[src/rtl/fbc_pkg.sv]
// shared types, constants and command codes of the flash backup command controller
`default_nettype none

package fbc_pkg;

   localparam int unsigned OFFSET_W = 16;
   localparam int unsigned DATA_W   = 8;
   localparam int unsigned STEP_W   = 3;

   // both sizes are powers of two
   localparam int unsigned STORE_BYTES_DEFAULT  = 65536;
   localparam int unsigned SECTOR_BYTES_DEFAULT = 4096;

   localparam logic [OFFSET_W-1:0] CMD_ADDR_A = 16'h5555;
   localparam logic [OFFSET_W-1:0] CMD_ADDR_B = 16'h2AAA;

   localparam logic [DATA_W-1:0] CODE_UNLOCK_A  = 8'hAA;
   localparam logic [DATA_W-1:0] CODE_UNLOCK_B  = 8'h55;
   localparam logic [DATA_W-1:0] CODE_ID_ENTER  = 8'h90;
   localparam logic [DATA_W-1:0] CODE_ID_EXIT   = 8'hF0;
   localparam logic [DATA_W-1:0] CODE_PROGRAM   = 8'hA0;
   localparam logic [DATA_W-1:0] CODE_ERASE     = 8'h80;
   localparam logic [DATA_W-1:0] CODE_ERASE_CHP = 8'h10;
   localparam logic [DATA_W-1:0] CODE_ERASE_SEC = 8'h30;

   localparam logic [DATA_W-1:0] ID_BYTE_0  = 8'hBF;
   localparam logic [DATA_W-1:0] ID_BYTE_1  = 8'hD4;
   localparam logic [DATA_W-1:0] ERASED_VAL = 8'hFF;

   localparam logic [OFFSET_W-1:0] ID_OFFSET_0 = 16'h0000;
   localparam logic [OFFSET_W-1:0] ID_OFFSET_1 = 16'h0001;

   localparam logic [STEP_W-1:0] STEP_NONE          = 3'd0;
   localparam logic [STEP_W-1:0] STEP_UNLOCK_B      = 3'd1;
   localparam logic [STEP_W-1:0] STEP_COMMAND       = 3'd2;
   localparam logic [STEP_W-1:0] STEP_ERASE_UNLK_A  = 3'd3;
   localparam logic [STEP_W-1:0] STEP_ERASE_UNLK_B  = 3'd4;
   localparam logic [STEP_W-1:0] STEP_ERASE_COMMAND = 3'd5;

   typedef enum logic [2:0] {
      ST_CLEAR,
      ST_IDLE,
      ST_FINISH,
      ST_ERASE,
      ST_RESP
   } state_type;

   typedef enum logic [2:0] {
      ACT_NONE,
      ACT_READ,
      ACT_RAW,
      ACT_PROGRAM,
      ACT_ERASE_CHIP,
      ACT_ERASE_SECTOR
   } action_type;

   typedef enum logic [1:0] {
      WR_NONE,
      WR_RAW,
      WR_PROG,
      WR_FILL
   } wr_op_type;

   typedef enum logic [1:0] {
      RD_MEM,
      RD_ID0,
      RD_ID1,
      RD_ZERO
   } rd_kind_type;

   typedef struct packed {
      logic              capture;
      logic              sweep_chip;
      wr_op_type         wr_op;
      logic              sweep_step;
      logic              load_rsp;
      rd_kind_type       rd_kind;
      logic [STEP_W-1:0] step;
      logic              id_mode;
   } ctrl_cmd_type;

   typedef struct packed {
      logic sweep_last;
      logic rsp_free;
   } dp_status_type;

endpackage

`default_nettype wire

[src/rtl/fbc_ctrl.sv]
// controller: flash command sequencer and transaction state machine
`default_nettype none

module fbc_ctrl (
   input  wire logic                    clock,
   input  wire logic                    reset,
   input  wire logic                    csr_write_enable,
   input  wire logic                    csr_write_data,
   input  wire logic                    req_valid,
   input  wire logic                    req_type,
   input  wire logic [fbc_pkg::OFFSET_W-1:0] req_offset,
   input  wire logic [fbc_pkg::DATA_W-1:0]   req_write_data,
   output logic                         req_ready,
   input  wire fbc_pkg::dp_status_type  status,
   output fbc_pkg::ctrl_cmd_type        cmd
);
   import fbc_pkg::*;

   state_type         state_ff, state_in;
   action_type        action_ff, action_in;
   logic              flash_ff, flash_in;
   logic              unlocked_ff, unlocked_in;
   logic [STEP_W-1:0] step_ff, step_in;
   logic              id_ff, id_in;
   logic              prog_ff, prog_in;

   logic              accept;
   action_type        act;
   rd_kind_type       rd_kind;
   logic              seq_unlocked;
   logic [STEP_W-1:0] seq_step;
   logic              seq_id;
   logic              seq_prog;

   assign accept = req_valid && (state_ff == ST_IDLE);

   // decode of the accepted transaction against the command sequence
   always_comb begin
      logic clear_seq;
      clear_seq    = 1'b0;
      seq_unlocked = unlocked_ff;
      seq_step     = step_ff;
      seq_id       = id_ff;
      seq_prog     = prog_ff;
      act          = ACT_NONE;
      rd_kind      = RD_ZERO;
      if (!req_type) begin
         act = ACT_READ;
         if (flash_ff && id_ff && (req_offset == ID_OFFSET_0)) begin
            rd_kind = RD_ID0;
         end else if (flash_ff && id_ff && (req_offset == ID_OFFSET_1)) begin
            rd_kind = RD_ID1;
         end else begin
            rd_kind = RD_MEM;
         end
      end else if (!flash_ff) begin
         act = ACT_RAW;
      end else if (prog_ff) begin
         act      = ACT_PROGRAM;
         seq_prog = 1'b0;
      end else if (!unlocked_ff) begin
         if ((req_offset == CMD_ADDR_A) && (req_write_data == CODE_UNLOCK_A)) begin
            seq_unlocked = 1'b1;
            seq_step     = STEP_UNLOCK_B;
         end
      end else begin
         clear_seq = 1'b1;
         unique case (step_ff)
            STEP_UNLOCK_B: begin
               if ((req_offset == CMD_ADDR_B) && (req_write_data == CODE_UNLOCK_B)) begin
                  seq_step  = STEP_COMMAND;
                  clear_seq = 1'b0;
               end
            end
            STEP_COMMAND: begin
               if (req_offset == CMD_ADDR_A) begin
                  priority if (req_write_data == CODE_ID_ENTER) begin
                     clear_seq = 1'b0;
                     seq_id       = 1'b1;
                     seq_unlocked = 1'b0;
                     seq_step     = STEP_NONE;
                  end else if (req_write_data == CODE_ID_EXIT) begin
                     clear_seq = 1'b0;
                     seq_id       = 1'b0;
                     seq_unlocked = 1'b0;
                     seq_step     = STEP_NONE;
                  end else if (req_write_data == CODE_PROGRAM) begin
                     clear_seq = 1'b0;
                     seq_prog     = 1'b1;
                     seq_unlocked = 1'b0;
                     seq_step     = STEP_NONE;
                  end else if (req_write_data == CODE_ERASE) begin
                     clear_seq = 1'b0;
                     seq_step  = STEP_ERASE_UNLK_A;
                  end else begin
                     clear_seq = 1'b1;
                  end
               end
            end
            STEP_ERASE_UNLK_A: begin
               if ((req_offset == CMD_ADDR_A) && (req_write_data == CODE_UNLOCK_A)) begin
                  seq_step  = STEP_ERASE_UNLK_B;
                  clear_seq = 1'b0;
               end
            end
            STEP_ERASE_UNLK_B: begin
               if ((req_offset == CMD_ADDR_B) && (req_write_data == CODE_UNLOCK_B)) begin
                  seq_step  = STEP_ERASE_COMMAND;
                  clear_seq = 1'b0;
               end
            end
            STEP_ERASE_COMMAND: begin
               // the sequence ends here whether or not anything is erased
               if ((req_write_data == CODE_ERASE_CHP) && (req_offset == CMD_ADDR_A)) begin
                  act = ACT_ERASE_CHIP;
               end else if (req_write_data == CODE_ERASE_SEC) begin
                  act = ACT_ERASE_SECTOR;
               end
            end
            default: begin
               clear_seq = 1'b1;
            end
         endcase
         if (clear_seq) begin
            seq_unlocked = 1'b0;
            seq_step     = STEP_NONE;
            seq_id       = 1'b0;
            seq_prog     = 1'b0;
         end
      end
   end

   always_comb begin
      flash_in    = csr_write_enable ? csr_write_data : flash_ff;
      unlocked_in = accept ? seq_unlocked : unlocked_ff;
      step_in     = accept ? seq_step : step_ff;
      id_in       = accept ? seq_id : id_ff;
      prog_in     = accept ? seq_prog : prog_ff;
      action_in   = accept ? act : action_ff;
   end

   // next state
   always_comb begin
      state_in = state_ff;
      unique case (state_ff)
         ST_CLEAR: begin
            if (status.sweep_last) state_in = ST_IDLE;
         end
         ST_IDLE: begin
            if (accept) begin
               if ((act == ACT_ERASE_CHIP) || (act == ACT_ERASE_SECTOR)) begin
                  state_in = ST_ERASE;
               end else begin
                  state_in = ST_FINISH;
               end
            end
         end
         ST_FINISH: begin
            state_in = status.rsp_free ? ST_IDLE : ST_RESP;
         end
         ST_ERASE: begin
            if (status.sweep_last) state_in = ST_RESP;
         end
         ST_RESP: begin
            if (status.rsp_free) state_in = ST_IDLE;
         end
         default: begin
            state_in = ST_CLEAR;
         end
      endcase
   end

   // outputs
   always_comb begin
      req_ready      = (state_ff == ST_IDLE);
      cmd.capture    = accept;
      cmd.sweep_chip = (act == ACT_ERASE_CHIP);
      cmd.wr_op      = WR_NONE;
      cmd.sweep_step = 1'b0;
      cmd.load_rsp   = 1'b0;
      cmd.rd_kind    = rd_kind;
      cmd.step       = step_ff;
      cmd.id_mode    = id_ff;
      unique case (state_ff)
         ST_CLEAR, ST_ERASE: begin
            cmd.wr_op      = WR_FILL;
            cmd.sweep_step = 1'b1;
         end
         ST_FINISH: begin
            if (action_ff == ACT_RAW) begin
               cmd.wr_op = WR_RAW;
            end else if (action_ff == ACT_PROGRAM) begin
               cmd.wr_op = WR_PROG;
            end
            cmd.load_rsp = status.rsp_free;
         end
         ST_RESP: begin
            cmd.load_rsp = status.rsp_free;
         end
         default: begin
         end
      endcase
   end

   always_ff @(posedge clock) begin
      if (reset) begin
         state_ff    <= ST_CLEAR;
         action_ff   <= ACT_NONE;
         flash_ff    <= 1'b0;
         unlocked_ff <= 1'b0;
         step_ff     <= STEP_NONE;
         id_ff       <= 1'b0;
         prog_ff     <= 1'b0;
      end else begin
         state_ff    <= state_in;
         action_ff   <= action_in;
         flash_ff    <= flash_in;
         unlocked_ff <= unlocked_in;
         step_ff     <= step_in;
         id_ff       <= id_in;
         prog_ff     <= prog_in;
      end
   end

endmodule

`default_nettype wire

[config.mk]
export PLATFORM = sky130hd
export DESIGN_NAME = fbc_ctrl
export DESIGN_NICKNAME = d
export VERILOG_FILES = /design/src/rtl/fbc_pkg.sv /design/src/rtl/fbc_ctrl.sv
export SDC_FILE = /design/constraint.sdc
export NUM_CORES = 1
export LEC_CHECK = 0
export BUFFER_PORTS_ARGS = -buffer_cell sky130_fd_sc_hd__buf_4
export CAP_MARGIN = 20
export CORE_MARGIN = 5
export CORE_UTILIZATION = 45
export DETAILED_ROUTE_END_ITERATION = 16
export PLACE_DENSITY = 0.75
export SKIP_CTS_REPAIR_TIMING = 1
export SLEW_MARGIN = 20
export SYNTH_ARGS = -nofsm -noshare
export SYNTH_HDL_FRONTEND = slang
export SYNTH_SLANG_ARGS = --single-unit
[constraint.sdc]
create_clock -name clock -period 2.45 [get_ports clock]
set_input_delay 0.3675 -clock clock [delete_from_list [all_inputs] [get_ports clock]]
set_output_delay 0.3675 -clock clock [all_outputs]
set_load 0.05 [all_outputs]
Yosys cells after proc, flatten, opt, wreduce, memory -nomap -nowiden
Index checks and enable logic that the tools add are counted.
Widths: inputs -> output; s select.
{"block": "op_classes", "n_eq_ne": 34, "muxes": 67, "reduce_logical": 22, "bitwise_logic": 1}
{"cell": "$mux 3", "count": 23}
{"cell": "$eq 8x8->1 const B", "count": 5}
{"cell": "$mux 1", "count": 35}
{"cell": "$eq 3x2->1 const B", "count": 6}
{"cell": "$eq 16x1->1 const B", "count": 1}
{"cell": "$eq 16x14->1 const B", "count": 1}
{"cell": "$eq 16x15->1 const B", "count": 1}
{"cell": "$logic_not 16->1", "count": 1}
{"cell": "$eq 3x3->1 const B", "count": 5}
{"cell": "$pmux 3 s5", "count": 1}
{"cell": "$ne 4x4->1 const B", "count": 3}
{"cell": "$pmux 3 s4", "count": 1}
{"cell": "$reduce_and 11->1", "count": 1}
{"cell": "$mux 2", "count": 5}
{"cell": "$eq 8x5->1 const B", "count": 1}
{"cell": "$eq 8x6->1 const B", "count": 1}
{"cell": "$eq 8x7->1 const B", "count": 1}
{"cell": "$reduce_and 4->1", "count": 2}
{"cell": "$reduce_and 8->1", "count": 1}
{"cell": "$logic_and 1x1->1", "count": 7}
{"cell": "$ne 7x7->1 const B", "count": 1}
{"cell": "$eq 3x1->1 const B", "count": 2}
{"cell": "$ne 2x2->1 const B", "count": 3}
{"cell": "$ne 6x1->1 const B", "count": 1}
{"cell": "other kinds (11)", "count": 15}
{"block": "word_totals", "out_inout_bits": 13, "in_bits": 32, "regBits": 13, "elab_cells": 131}

Longest topological paths before layout
Gate-level depths: netlist (run 1).
{"block": "depth", "ltp_word": 14, "ltp_mapped": 8, "mapped_depth_nobuf": 7}

Least setup slack after synthesis (run 1)
Ideal clock, no wire load.
{"block": "synth_timing", "path_kind": "input to output", "start": "in req_offset[2] in the netlist's numbering", "end": "out cmd[4] in the netlist's numbering", "arrival_time_ns": 2.462, "path_stages": 3, "path_buffers": 0, "t_required_ns": 2.082, "setup_slack_ns": -0.380, "path_cell_list": "nor4_1 > nand2_1 > o41ai_1"}
{"element": "start: declaration", "line": "fbc_ctrl.sv:11", "text": "input wire logic [fbc_pkg::OFFSET_W-1:0] req_offset,"}
{"element": "end: declaration", "line": "fbc_ctrl.sv:15", "text": "output fbc_pkg::ctrl_cmd_type cmd"}

==> results of run 1 <==
[cell type report]
cell class | instances | area, µm² | share of cell area
timing repair buffer | 44 | 330 | 0.224
multi-input combinational | 127 | 790 | 0.536
sequential | 13 | 260 | 0.177
tap | 30 | 37.5 | 0.0255
inverter | 8 | 30.0 | 0.0204
clock buffer | 4 | 26.3 | 0.0178
[placed cells by master, fill, tap and decap left out, types with 3 or more instances in the layout]
cell type,instances
dfxtp_1,13
nand2b_1,3
nand4b_1,3
nor2b_1,5
clkbuf_4,3
o21ai_0,7
nor2_1,17
nand4_1,7
nor4_1,4
inv_1,8
nor3_1,10
nand3_1,5
buf_4,44
a21oi_1,14
nor3b_1,4
a31oi_1,5
nand2_1,12
[through the flow]
stage	std cells	cell area [µm²]
2_1_floorplan	154	1110
3_3_place_gp	222	1450
3_5_place_dp	222	1450
4_1_cts	226	1470
5_1_grt	226	1470
6_report	226	1470
[registers in the layout, summed over array words and instances (netlist names)]
name / count
action_ff: 3
state_ff: 3
prog_ff: 1
unlocked_ff: 1
step_ff: 3
id_ff: 1
flash_ff: 1
[worst reg2reg max path, delay by kind of cell, from the launching register on]
| kind | cells | cell delay (ps) |
|---|---|---|
| AND/OR/NAND/NOR | 4 | 1080 |
| flip-flops | 1 | 460 |
| AO/OA/AOI/OAI | 2 | 520 |
[cells in the mapped netlist, types with 3 or more instances]
| cell type | n |
|---|---|
| a21oi_1 | 14 |
| a31oi_1 | 5 |
| dfxtp_1 | 13 |
| inv_1 | 8 |
| nand2_1 | 12 |
| nand2b_1 | 3 |
| nand3_1 | 5 |
| nand4_1 | 7 |
| nand4b_1 | 3 |
| nor2_1 | 17 |
| nor2b_1 | 5 |
| nor3_1 | 10 |
| nor3b_1 | 4 |
| nor4_1 | 4 |
| o21ai_0 | 7 |
[cell families after synthesis]
kind of cell / Yosys count / synth area share
AOI/OAI and AO/OA: 37 / 0.217
xor gates and xnor gates: 2 / 0.0159
buffers and inverters: 14 / 0.0566
DFF: 13 / 0.236
muxes: 2 / 0.0181
and+or+nand+nor: 86 / 0.456
[path summary, 6_finish.rpt]
path                            depth (start not counted)      endpoint  slack (ps)
worst max-delay path                                    7       cmd[10]         230
worst max register to register                          6    step_ff[2]         290
worst min register to register                          2  action_ff[0]         510
worst min-delay path                                    3      flash_ff         330
[power by group through the flow]
stage | registers [mW] | logic [mW] | clock network [mW]
CTS | 0.233 | 0.231 | 0.133
global placement | 0.238 | 0.226 | 0
global route | 0.236 | 0.250 | 0.150
floorplan | 0.227 | 0.151 | 0
detailed placement | 0.238 | 0.230 | 0
finish | 0.234 | 0.230 | 0.128
[routing by layer]
layer / track usage / vias up / wire (µm)
li1: - / 662 / -
met2: 0.337 / 42 / 1650
met4: 0.0380 / 0 / 11
met5: 0 / - / 0
met1: 0.267 / 632 / 1450
met3: 0.0392 / 2 / 216
==> flow_summary_export.csv, run 1 <==
group,metric,value,unit
route,postRouteAntennaNets,0,
critical_path,cp_data_arrival_time,1860,ps
finish,layout.nets,229,
power_and_ir_drop,power_frac_seq,0.395,
min_path,holdCritStartpoint,"csr_write_data",
critical_path,path_delay_family,"simple AND/OR/NAND/NOR gates",
power_and_ir_drop,p_clk_frac,0.216,
placement,io_buffers,44,
critical_path,crit_path_frequent_cell,"buf_4",
critical_path,slowest_stage,"nor4_1",
power_and_ir_drop,internal_power,0.375,mW
timing,maxSlewHeadroom,0.603,
route,drc,0,
yosys,syn_nets,186,
finish,diodes,0,
finish,drive_gt1_frac,0.291,
critical_path,critPathKind,"in -> out",
route,drt_iter0_markers,57,
yosys,syn_area,0.00110,mm²
power_and_ir_drop,fin_total_pwr,0.592,mW
route,wirelength,3340,µm
placement,gp_congestion,0.914,
clock_network,insertion_delay,270,ps
critical_path,rr_startpoint,"state_ff[0]",
global_routing,grtUsageTotal,0.201,
critical_path,max_stage_delay,410,ps
timing,worst_pin_slew,591,ps
timing,skew,7.84,ps
power_and_ir_drop,ir_drop,0.000422,V
floorplanning,rows,18,
finish,final_core_util,0.612,
min_path,hp-class,"in -> reg",
yosys,synth_top_area_share,0.236,
timing,tns,0,ps
yosys,yosys_warnings,0,
clock_network,clockBufferDepth,2,
global_routing,grt_pass1_vias,1230,
critical_path,startpoint,"req_offset[7]",
power_and_ir_drop,swShare,0.365,
timing,min_period,2220,ps
critical_path,start_kind,"primary input",
yosys,synth_area_leaders,"dfxtp_1, a21oi_1, nor2_1, nor3_1, nand2_1",
route,vias,1338,
route,via_per_inst,5.92,
yosys,synth_cell_types,45,
timing,final_max_slew_viol_count,0,
timing,layout_setup_ws,227,ps
clock_network,clk_pin_slew_worst_paths,80,ps
critical_path,cp.required,2080,ps
yosys,async_flop_share,0,
global_routing,antenna_found_initial,0,
placement,hpwlAfterDp,2760,µm
timing,period_share,0.907,
power_and_ir_drop,pwr-share-comb,0.389,
global_routing,grt_pass1_wl,5520,µm
yosys,synth_edf_count,0,
floorplanning,coreArea,0.00241,mm²
status,status,"finished clean",
clock_network,tritoncts,"built",
clock_network,cts.sinks,13,
timing,hold_violations,0,
placement,place_ws,231,ps
yosys,yosys.area.top_type,"dfxtp_1",
finish,n_fill_cell,241,
critical_path,critPathMaxFanout,3,
timing,rsz0062_at_grt,"no",
yosys,synth-seq-area-share,0.236,
floorplanning,num_io_pins,45,
run,drv_cap,0,
timing,fmax,450,MHz
clock_network,root_buffer,"clkbuf_4",
timing,whs,327,ps
yosys,yosys_most_used_dff,"dfxtp_1",
power_and_ir_drop,netSwitchingPower,0.216,mW
timing,setup_viol,0,
route,first_pass_iters,5,
clock_network,cts_buffers,3,
global_routing,grt_overflow,0,
floorplanning,initial_core_util,0.458,
yosys,syn_inst,154,
power_and_ir_drop,power.leakage,0.571,nW
finish,syn_to_final_growth,33.4,%
critical_path,crit_chain,"buf_4 > nor4_1 > and4_1 > a21oi_1 > nor2_1 > and2_1 > buf_4",
floorplanning,die_w,59.6,µm
global_routing,grt_max_degree,14,
critical_path,path_buf_inv,2,
critical_path,worstSetupEndpointType,"output pin",
floorplanning,die_h,59.6,µm
route,wire_per_inst,14.8,µm
floorplanning,dieArea,0.00355,mm²
yosys,yosys_register_bits,13,
power_and_ir_drop,power.density,401,mW/mm²
clock_network,htreeDepth,1,
yosys,syn_avg_cell_area,7.17,µm²
No activity file was read; power rests on OpenSTA's default activity.
==> run 2, diff against run 1 <==
--- a/config.mk
+++ b/config.mk
@@ -8,9 +8,9 @@
 export BUFFER_PORTS_ARGS = -buffer_cell sky130_fd_sc_hd__buf_4
 export CAP_MARGIN = 20
 export CORE_MARGIN = 5
-export CORE_UTILIZATION = 45
+export CORE_UTILIZATION = 48
 export DETAILED_ROUTE_END_ITERATION = 16
-export PLACE_DENSITY = 0.75
+export PLACE_DENSITY = 0.8
 export SKIP_CTS_REPAIR_TIMING = 1
 export SLEW_MARGIN = 20
 export SYNTH_ARGS = -nofsm -noshare
==> run 2 against run 1 <==
  * Final cell count is 0.44% lower
  * Combinational power grew 3%
  * Power up 2.0%
  * Clock-buffer cell count decreased by 1
  * Clock power is 6% higher
  * Critical path type is now reg -> out
  * Largest cell class unchanged
  * Highest routed layer unchanged
==> flow_summary_export.csv, run 2 (synthesized netlist as in run 1, its figures left out) <==
group,metric,value,unit
global_routing,grt_overflow,0,
status,status,"finished clean",
placement,placed_area,0.00145,mm²
route,first_pass_iters,4,
timing,tns,0,ps
critical_path,r2r_cells,6,
critical_path,startpoint,"step_ff[0]",
power_and_ir_drop,power.leakage,0.580,nW
finish,postLayoutCellArea,0.00149,mm²
clock_network,clockBufferDepth,2,
route,drt_iter0_markers,55,
min_path,hp-class,"in -> reg",
critical_path,critPathCapture,"cmd[10]",
floorplanning,initial_core_util,0.499,
finish,drive_gt1_frac,0.305,
critical_path,rrSetupSlack,370,ps
route,via_per_inst,5.96,
route,drc,0,
finish,final_cell_mix,"buf_4, nor2_1, a21oi_1",
critical_path,crit_chain,"inv_1 > nor3b_1 > nand4_1 > nor2_1 > and2_1 > buf_4",
clock_network,cts_buffers,3,
timing,hold_violations,0,
floorplanning,coreArea,0.00221,mm²
critical_path,worstSetupEndpointType,"output pin",
clock_network,insertion_delay,280,ps
global_routing,grt_pass1_vias,1231,
critical_path,path_delay_family,"simple AND/OR/NAND/NOR gates",
critical_path,critPathMaxFanout,6,
placement,gp_congestion,0.913,
global_routing,antenna_found_initial,0,
placement,io_buffers,44,
floorplanning,die_h,58.0,µm
floorplanning,rows,17,
route,postRouteAntennaNets,0,
timing,rsz0062_at_grt,"no",
finish,syn_to_final_growth,34.5,%
global_routing,grt_pass1_wl,5270,µm
route,wire_per_inst,15.0,µm
timing,fmax,439,MHz
clock_network,htreeDepth,1,
global_routing,grtUsageTotal,0.196,
critical_path,critPathKind,"reg -> out",
power_and_ir_drop,ir_drop,0.000314,V
finish,layout.nets,230,
finish,diodes,0,
timing,min_period,2280,ps
critical_path,r2r_end,"step_ff[2]",
floorplanning,num_io_pins,45,
clock_network,cts.sinks,13,
global_routing,grt_max_degree,14,
timing,period_share,0.929,
timing,skew,7.04,ps
critical_path,rr_startpoint,"state_ff[0]",
critical_path,max_stage_delay,460,ps
timing,worst_pin_slew,559,ps
finish,n_fill_cell,200,
clock_network,root_buffer,"clkbuf_4",
timing,final_max_slew_viol_count,0,
finish,reg_top3,"action_ff (3), state_ff (3), step_ff (3)",
floorplanning,die_w,58.0,µm
floorplanning,dieArea,0.00336,mm²
critical_path,cp.required,2080,ps
critical_path,path_depth,6,
run,drv_cap,0,
placement,hpwlAfterDp,2800,µm
clock_network,clk_pin_slew_worst_paths,90,ps
critical_path,cp_data_arrival_time,1910,ps
route,wirelength,3390,µm
power_and_ir_drop,power.density,406,mW/mm²
critical_path,start_kind,"register",
placement,placed_cells,221,
timing,setup_viol,0,
finish,stdcell_count,225,
route,vias,1341,
finish,final_common_cell,"buf_4",
clock_network,tritoncts,"built",
timing,maxSlewHeadroom,0.624,
critical_path,slowest_stage,"dfxtp_1",
critical_path,path_buf_inv,2,
[run 2: worst reg2reg max path, cell delays in order (launching register included)]
cell	delay [ps]
dfxtp_1	480
nor3b_4	320
nand2_2	150
nor3_1	460
o21ai_0	280
a32oi_1	230
nor2_1	50
[run 2: routing by layer]
metal	part of all wire	global-route usage
met1	0.42	0.230
met4	0.00059	0.0364
met5	0	0
met2	0.53	0.363
met3	0.050	0.0445
[run 2: where the power goes]
| part | internal (mW) | switching [mW] | leakage, nW | total [mW] |
|---|---|---|---|---|
| logic | 0.0945 | 0.141 | 0.457 | 0.236 |
| clock network | 0.0606 | 0.0749 | 0.0177 | 0.136 |
| registers | 0.219 | 0.0132 | 0.106 | 0.232 |
[run 2: layout make-up]
type                            count  area [µm²]  share of cell area
Clock buffer                        3        22.5              0.0152
Clock inverter                      1        5.00             0.00337
Inverter                            8        30.0              0.0202
Multi-Input combinational cell    127         796               0.535
Sequential cell                    13         260               0.175
Tap cell                           28        35.0              0.0236
Timing Repair Buffer               45         338               0.227
[run 2: worst min path at each step]
stage                         from            to  slack (ps)  depth (start not counted)
floorplan             action_ff[0]  action_ff[0]         450                          2
global placement      action_ff[0]  action_ff[0]         470                          2
detailed placement    action_ff[0]  action_ff[0]         480                          2
CTS                 csr_write_data      flash_ff         330                          3
global route        csr_write_data      flash_ff         350                          3
finish              csr_write_data      flash_ff         330                          3
[run 2: metrics by stage]
step	utilization	setup slack (ps)	total power [mW]	hold slack [ps]
after global placement	0.657	225	0.464	473
after detailed placement	0.657	179	0.471	484
after CTS	0.669	170	0.604	330
final	0.672	174	0.604	329
after global routing	0.672	5.39	0.633	354
after floorplan	-	153	0.378	451
==> run 3, diff against run 2 <==
--- a/config.mk
+++ b/config.mk
@@ -8,9 +8,9 @@
 export BUFFER_PORTS_ARGS = -buffer_cell sky130_fd_sc_hd__buf_4
 export CAP_MARGIN = 20
 export CORE_MARGIN = 5
-export CORE_UTILIZATION = 48
+export CORE_UTILIZATION = 51
 export DETAILED_ROUTE_END_ITERATION = 16
-export PLACE_DENSITY = 0.8
+export PLACE_DENSITY = 0.84
 export SKIP_CTS_REPAIR_TIMING = 1
 export SLEW_MARGIN = 20
 export SYNTH_ARGS = -nofsm -noshare
==> constraint.sdc (replaced) <==
create_clock -name clock -period 2.84 [get_ports clock]
set_input_delay 0.426 -clock clock [delete_from_list [all_inputs] [get_ports clock]]
set_output_delay 0.426 -clock clock [all_outputs]
set_load 0.05 [all_outputs]
==> run 3 against run 2 <==
  * Die area is 4.9% lower
  * Worst setup slack better by 220 ps
  * Power is 14% lower
  * Global-route usage is 3.4 points higher
==> flow_summary_export.csv, run 3 (synthesized netlist as in run 1, its figures left out) <==
group,metric,value,unit
status,status,"finished clean",
global_routing,grt_max_degree,14,
finish,seq_area,260,µm²
critical_path,critPathKind,"in -> out",
clock_network,tritoncts,"built",
power_and_ir_drop,power.leakage,0.574,nW
critical_path,path_buf_inv,2,
timing,rsz0062_at_grt,"no",
power_and_ir_drop,power.density,355,mW/mm²
floorplanning,die_w,56.5,µm
route,postRouteAntennaNets,0,
clock_network,htreeDepth,1,
min_path,hp-class,"in -> reg",
finish,layout.nets,229,
route,vias,1369,
power_and_ir_drop,fin_total_pwr,0.522,mW
finish,n_fill_cell,174,
floorplanning,dieArea,0.00320,mm²
min_path,hold-path-cell-count,3,
placement,place_ws,423,ps
critical_path,worstSetupEndpointType,"output pin",
power_and_ir_drop,ir_drop,0.000424,V
finish,final_common_cell,"buf_4",
finish,syn_to_final_growth,33.2,%
floorplanning,die_h,56.5,µm
critical_path,crit_chain,"buf_4 > nor4_1 > and4_1 > a21oi_1 > nor2_1 > and2_1 > buf_4",
finish,final_cell_mix,"buf_4, nor2_1, a21oi_1",
timing,min_period,2440,ps
global_routing,grt_pass1_wl,5920,µm
critical_path,critPathMaxFanout,3,
timing,hold_violations,0,
clock_network,clk_pin_slew_worst_paths,80,ps
floorplanning,rows,16,
global_routing,grtUsageTotal,0.231,
route,first_pass_iters,6,
clock_network,insertion_delay,280,ps
timing,period_share,0.860,
critical_path,path_depth,7,
critical_path,cp.required,2410,ps
critical_path,crit_path_frequent_cell,"buf_4",
placement,hpwlAfterDp,2900,µm
route,wirelength,3490,µm
run,drv_cap,0,
timing,whs,381,ps
route,wire_per_inst,15.7,µm
global_routing,antenna_found_initial,0,
placement,gp_congestion,0.943,
global_routing,grt_overflow,0,
route,via_per_inst,6.14,
finish,multi_input_area,790,µm²
clock_network,root_buffer,"clkbuf_4",
critical_path,slowest_stage,"nor4_1",
timing,skew,5.51,ps
timing,setup_viol,0,
clock_network,clockBufferDepth,2,
timing,fmax,410,MHz
finish,drive_gt1_frac,0.296,
timing,maxSlewHeadroom,0.643,
global_routing,grt_pass1_vias,1339,
floorplanning,coreArea,0.00202,mm²
critical_path,start_kind,"primary input",
clock_network,cts_buffers,3,
finish,reg_top3,"action_ff (3), state_ff (3), step_ff (3)",
floorplanning,num_io_pins,45,
timing,tns,0,ps
route,drc,0,
route,drt_iter0_markers,44,
critical_path,path_delay_family,"simple AND/OR/NAND/NOR gates",
finish,diodes,0,
critical_path,cp_data_arrival_time,2020,ps
clock_network,cts.sinks,13,
critical_path,r2r_cells,6,
timing,layout_setup_ws,399,ps
placement,io_buffers,44,
timing,final_max_slew_viol_count,0,
critical_path,max_stage_delay,490,ps
floorplanning,initial_core_util,0.546,
timing,worst_pin_slew,531,ps
## run 3: cell types whose count changed in the layout (fill, tap and decap cells not counted), sizes merged
cell,previous run,this run
buf,45,44
## run 3: routing by layer
layer	wire length, µm	GRT usage	vias up
li1	-	-	669
met3	230	0.0573	8
met1	1400	0.282	630
met4	46	0.0881	0
met5	0	0	-
met2	1820	0.384	62
## run 3: final timing paths
kind / start / endpoint / slack, ps
min: csr_write_data / flash_ff / 380
min reg2reg: action_ff[0] / action_ff[0] / 490
max reg2reg: state_ff[0] / step_ff[2] / 780
max: req_offset[7] / cmd[10] / 400
## run 3: area by class of cell
type / instances / share of cell area
tap: 27 / 0.0230
clock buffer: 3 / 0.0153
clock inverter: 1 / 0.00340
multi-input combinational: 127 / 0.537
inverter: 8 / 0.0204
timing repair buffer: 44 / 0.224
sequential: 13 / 0.177
## run 3: stage by stage
step | area (µm²) | util | cells
after detailed placement | 1440 | 0.714 | 219
after floorplan | 1110 | - | 154
after CTS | 1470 | 0.728 | 223
final | 1470 | 0.728 | 223
after global routing | 1470 | 0.728 | 223
after global placement | 1440 | 0.714 | 219
## run 3: tightest hold or removal path: stages
cell and delay [ps]:
buf_4 80, mux2i_1 60, nor2_1 70
## run 3: where the power goes
group / leakage, nW / total [mW] / switching, mW / internal [mW]
Clock: 0.0177 / 0.118 / 0.0660 / 0.0523
Sequential: 0.106 / 0.202 / 0.0133 / 0.189
Combinational: 0.451 / 0.201 / 0.121 / 0.0804
